### src/rtl/rvi_pkg.sv
package rvi_pkg;

    localparam int MEM_BYTES_DEF = 65536;

    // Input word function codes.
    localparam logic FUNC_LOAD = 1'b0;
    localparam logic FUNC_STEP = 1'b1;

    // Result status codes.
    localparam logic [2:0] ST_OK       = 3'd0;
    localparam logic [2:0] ST_MISALIGN = 3'd1;
    localparam logic [2:0] ST_BOUNDS   = 3'd2;
    localparam logic [2:0] ST_ILLEGAL  = 3'd3;
    localparam logic [2:0] ST_HALTED   = 3'd4;

    // Major opcodes.
    localparam logic [6:0] OPC_LUI    = 7'h37;
    localparam logic [6:0] OPC_AUIPC  = 7'h17;
    localparam logic [6:0] OPC_JAL    = 7'h6F;
    localparam logic [6:0] OPC_JALR   = 7'h67;
    localparam logic [6:0] OPC_BRANCH = 7'h63;
    localparam logic [6:0] OPC_LOAD   = 7'h03;
    localparam logic [6:0] OPC_STORE  = 7'h23;
    localparam logic [6:0] OPC_OPIMM  = 7'h13;
    localparam logic [6:0] OPC_OP     = 7'h33;
    localparam logic [6:0] OPC_FENCE  = 7'h0F;
    localparam logic [6:0] OPC_SYSTEM = 7'h73;

    // funct3 codes used by the sequencer.
    localparam logic [2:0] F3_BEQ  = 3'd0;
    localparam logic [2:0] F3_BNE  = 3'd1;
    localparam logic [2:0] F3_BLT  = 3'd4;
    localparam logic [2:0] F3_BGE  = 3'd5;
    localparam logic [2:0] F3_BLTU = 3'd6;
    localparam logic [2:0] F3_BGEU = 3'd7;
    localparam logic [2:0] F3_LB   = 3'd0;
    localparam logic [2:0] F3_LH   = 3'd1;
    localparam logic [2:0] F3_LW   = 3'd2;
    localparam logic [2:0] F3_LBU  = 3'd4;
    localparam logic [2:0] F3_LHU  = 3'd5;
    localparam logic [2:0] F3_SB   = 3'd0;
    localparam logic [2:0] F3_SH   = 3'd1;
    localparam logic [2:0] F3_SW   = 3'd2;
    localparam logic [2:0] F3_ADD  = 3'd0;
    localparam logic [2:0] F3_SLL  = 3'd1;
    localparam logic [2:0] F3_SLT  = 3'd2;
    localparam logic [2:0] F3_SLTU = 3'd3;
    localparam logic [2:0] F3_XOR  = 3'd4;
    localparam logic [2:0] F3_SR   = 3'd5;
    localparam logic [2:0] F3_OR   = 3'd6;
    localparam logic [2:0] F3_AND  = 3'd7;

    typedef enum logic [3:0] {
        ALU_ADD, ALU_SUB, ALU_SLL, ALU_SLT, ALU_SLTU,
        ALU_XOR, ALU_SRL, ALU_SRA, ALU_OR, ALU_AND
    } t_alu_op;

    typedef enum logic [2:0] {
        S_CLEAR, S_IDLE, S_FETCH, S_EXEC, S_NEXT, S_LOAD, S_RESP
    } t_state;

    function automatic t_alu_op alu_sel(input logic [2:0] f3, input logic alt);
        t_alu_op op;
        case (f3)
            F3_ADD:  op = alt ? ALU_SUB : ALU_ADD;
            F3_SLL:  op = ALU_SLL;
            F3_SLT:  op = ALU_SLT;
            F3_SLTU: op = ALU_SLTU;
            F3_XOR:  op = ALU_XOR;
            F3_SR:   op = alt ? ALU_SRA : ALU_SRL;
            F3_OR:   op = ALU_OR;
            default: op = ALU_AND;
        endcase
        return op;
    endfunction

    function automatic logic [31:0] imm_i(input logic [31:0] ins);
        return {{20{ins[31]}}, ins[31:20]};
    endfunction

    function automatic logic [31:0] imm_s(input logic [31:0] ins);
        return {{20{ins[31]}}, ins[31:25], ins[11:7]};
    endfunction

    function automatic logic [31:0] imm_b(input logic [31:0] ins);
        return {{19{ins[31]}}, ins[31], ins[7], ins[30:25], ins[11:8], 1'b0};
    endfunction

    function automatic logic [31:0] imm_u(input logic [31:0] ins);
        return {ins[31:12], 12'h000};
    endfunction

    function automatic logic [31:0] imm_j(input logic [31:0] ins);
        return {{11{ins[31]}}, ins[31], ins[19:12], ins[20], ins[30:21], 1'b0};
    endfunction

endpackage

### src/rtl/rvi_alu.sv
// Shared arithmetic, compare and shift unit.
module rvi_alu (
    input  rvi_pkg::t_alu_op i_op,
    input  logic [31:0]      i_a,
    input  logic [31:0]      i_b,
    output logic [31:0]      o_y
);

    always_comb begin
        case (i_op)
            rvi_pkg::ALU_ADD:  o_y = i_a + i_b;
            rvi_pkg::ALU_SUB:  o_y = i_a - i_b;
            rvi_pkg::ALU_SLL:  o_y = i_a << i_b[4:0];
            rvi_pkg::ALU_SLT:  o_y = {31'd0, $signed(i_a) < $signed(i_b)};
            rvi_pkg::ALU_SLTU: o_y = {31'd0, i_a < i_b};
            rvi_pkg::ALU_XOR:  o_y = i_a ^ i_b;
            rvi_pkg::ALU_SRL:  o_y = i_a >> i_b[4:0];
            rvi_pkg::ALU_SRA:  o_y = $unsigned($signed(i_a) >>> i_b[4:0]);
            rvi_pkg::ALU_OR:   o_y = i_a | i_b;
            rvi_pkg::ALU_AND:  o_y = i_a & i_b;
            default:           o_y = i_a + i_b;
        endcase
    end

endmodule

### config.mk
export PLATFORM = sky130hd
export DESIGN_NAME = rvi_alu
export DESIGN_NICKNAME = d
export VERILOG_FILES = /design/src/rtl/rvi_pkg.sv /design/src/rtl/rvi_alu.sv
export SDC_FILE = /design/constraint.sdc
export NUM_CORES = 1
export LEC_CHECK = 0
export BUFFER_PORTS_ARGS = -buffer_cell sky130_fd_sc_hd__clkbuf_2
export CAP_MARGIN = 10
export CORE_ASPECT_RATIO = 1.4
export CORE_MARGIN = 3
export CORE_UTILIZATION = 63
export DETAILED_ROUTE_END_ITERATION = 16
export PLACE_DENSITY = 0.85
export SETUP_SLACK_MARGIN = 0.3
export SYNTH_ARGS = -nofsm -noshare
export SYNTH_HDL_FRONTEND = slang
export SYNTH_SLANG_ARGS = --single-unit
export TNS_END_PERCENT = 1
### constraint.sdc
create_clock -name vclk -period 7.7
set_input_delay 1.54 -clock vclk [all_inputs]
set_output_delay 1.54 -clock vclk [all_outputs]
set_load 0.05 [all_outputs]
==> impl_metrics.toml <==
[outcome]
outcome = "completed"

[drt]
routed_wl_um = 37200
drt-pass1-iter-count = 10
wl_per_cell_um = 24.8
antenna_left = 0
drt_iter0_markers = 1490
route.detailed.drc = 0
routed_via_density = 7.46
routed-via-count = 11200

[critical_path]
arrival_ns = 5.31
cp_top_family = "compound AO/OA/AOI/OAI gates"
path_cells = "clkbuf_2 -> ha_1 -> inv_1 -> fa_1 -> and2b_1 -> o2111ai_2 -> a2111oi_0 -> o311ai_1 -> a31oi_1 -> a21o_1 -> a2111oi_0 -> a211oi_1 -> buf_12"
crit_type = "input port to primary output"
critical_path.max_stage_delay_ns = 0.81
start_kind = "input port"
required_ns = 6.16
timing.critical_path.buf_inv = 3
cp_common_cell = "a2111oi_0"
cp-end-kind = "primary output"
slowest_stage = "a2111oi_0"
worstPathMaxFanout = 7

[min_path]
holdPathEnd = "o_y[5]"
worstHoldPathCells = 5
holdCritStartpoint = "i_b[5]"
min_path_type = "input port to primary output"

[die]
initial_utilization = 0.656
row_count = 50
ios = 100
die_area_sq_um = 15700
fp.coreArea_sq_um = 13600
die_w_um = 107
chipHeight_um = 147

[run]
drv_cap = 0

[place]
numPortBuffers = 100
dp_hpwl_um = 28800
routabilityCongestion = 1.14

[layout]
nNetsFinal = 1485
mostFrequentLayoutCells = "128 x a21oi_1, 118 x nand2_1, 115 x nor2_1"
drive_gt1_frac = 0.156
n_clock_buffer = 0
register_area_sq_um = 0
fillerInstances = 1254
final_common_cell = "a21oi_1"
seq_cells = 0
syn_to_final_growth_pct = 6.47

[global_routing]
grt_util_all_layers = 0.459
grt_overflow = 0
grt_pass1_wl_um = 57400
grt_max_degree = 100
antenna_found_initial = 1
grt_pass1_vias = 10300

[timing]
rsz0062_at_grt = "no"
finalHoldViolCount = 0
max_freq_ghz = 0.146
fin_crit_ns = 6.85
worstMarginPinSlew_ns = 0.931
max_slew_margin = 0.378
setup_viol = 0
post-route-period-util = 0.890
tns_ns = 0
maxSlewViolCount = 0

[synthesis]
synth.avg_cell_area_sq_um = 6.84
synthesis.instances = 1308
synth_seq_area_share = 0
synth.distinct_cells = 88
yosysWarnings = 0
post_synth_instance_area_sq_um = 8950
syn-num-nets = 1475

[cts]
postCtsHoldBufs = 0
post-cts-setup-buffers = 0
cts-resized-gates = 0
==> logic make-up after synthesis <==
family | after synthesis | synth area share
compound gates | 501 | 0.372
xor+xnor | 7 | 0.00685
fa+ha+maj | 99 | 0.140
buf+inv | 212 | 0.100
mux | 128 | 0.195
simple gates | 361 | 0.186
==> synth_stat cells (4+ instances only) <==
cell type / instances / share of area
a21oi_1: 128 / 0.072
nand2_1: 118 / 0.049
nor2_1: 116 / 0.049
inv_1: 100 / 0.042
o21ai_0: 100 / 0.056
ha_1: 97 / 0.14
mux2i_1: 63 / 0.070
clkbuf_1: 57 / 0.024
o211ai_1: 40 / 0.034
buf_2: 32 / 0.018
mux2_2: 32 / 0.040
mux4_2: 30 / 0.076
nor3_1: 30 / 0.017
a211oi_1: 27 / 0.023
a22oi_1: 24 / 0.020
a21o_1: 23 / 0.019
nand3_1: 19 / 0.011
a31oi_1: 16 / 0.011
a221oi_1: 13 / 0.013
nor2b_1: 13 / 0.0091
o221ai_1: 13 / 0.013
o31ai_1: 13 / 0.011
buf_1: 12 / 0.0050
o22ai_1: 12 / 0.0084
nand2b_1: 10 / 0.0070
a221o_1: 9 / 0.010
a211o_1: 8 / 0.0078
nor4_1: 8 / 0.0056
o2111ai_1: 8 / 0.0078
o21bai_1: 8 / 0.0067
o21a_1: 7 / 0.0059
a2111oi_0: 6 / 0.0059
nand3b_1: 6 / 0.0050
xnor2_1: 6 / 0.0059
and2_1: 5 / 0.0035
or2_2: 5 / 0.0035
or3_1: 5 / 0.0035
or4_1: 5 / 0.0042
a2bb2oi_1: 4 / 0.0039
a311oi_1: 4 / 0.0039
nand4_1: 4 / 0.0028
nor3b_1: 4 / 0.0034
==> worst max-delay path by stage <==
stage | from | slack, ns | cells after the start | endpoint
final | i_b[0] | 0.85 | 13 | o_y[22]
after global routing | i_b[0] | 0.70 | 14 | o_y[28]
after CTS | i_b[0] | 1.06 | 14 | o_y[28]
after detailed placement | i_b[0] | 1.07 | 14 | o_y[28]
after global placement | i_b[0] | 1.16 | 13 | o_y[22]
after floorplan | i_b[3] | 0.29 | 16 | o_y[29]
==> per-stage QoR <==
| stage | cells | hold WS, ns | setup slack (ns) | util | cell area (sq um) |
|---|---|---|---|---|---|
| after CTS | 1498 | 3.75 | 1.06 | 0.698 | 9530 |
| after floorplan | 1308 | 3.62 | 0.286 | - | 8960 |
| after global routing | 1499 | 3.83 | 0.701 | 0.699 | 9530 |
| final | 1499 | 3.75 | 0.846 | 0.699 | 9530 |
| after global placement | 1498 | 3.74 | 1.16 | 0.698 | 9530 |
| after detailed placement | 1498 | 3.75 | 1.07 | 0.698 | 9530 |
==> final cells by class <==
type	count	area (sq um)	area share
Timing Repair Buffer	117	836	0.0877
Multi-Input combinational cell	1096	8080	0.848
Inverter	103	387	0.0406
Antenna cell	1	2.50	0.000263
Tap cell	182	228	0.0239
==> layer usage <==
metal	up-vias	part of all wire	GRT usage
met5	-	0	0
met1	5086	0.35	0.588
li1	4912	-	-
met3	229	0.12	0.0760
met2	952	0.44	0.717
met4	0	0.086	0.276
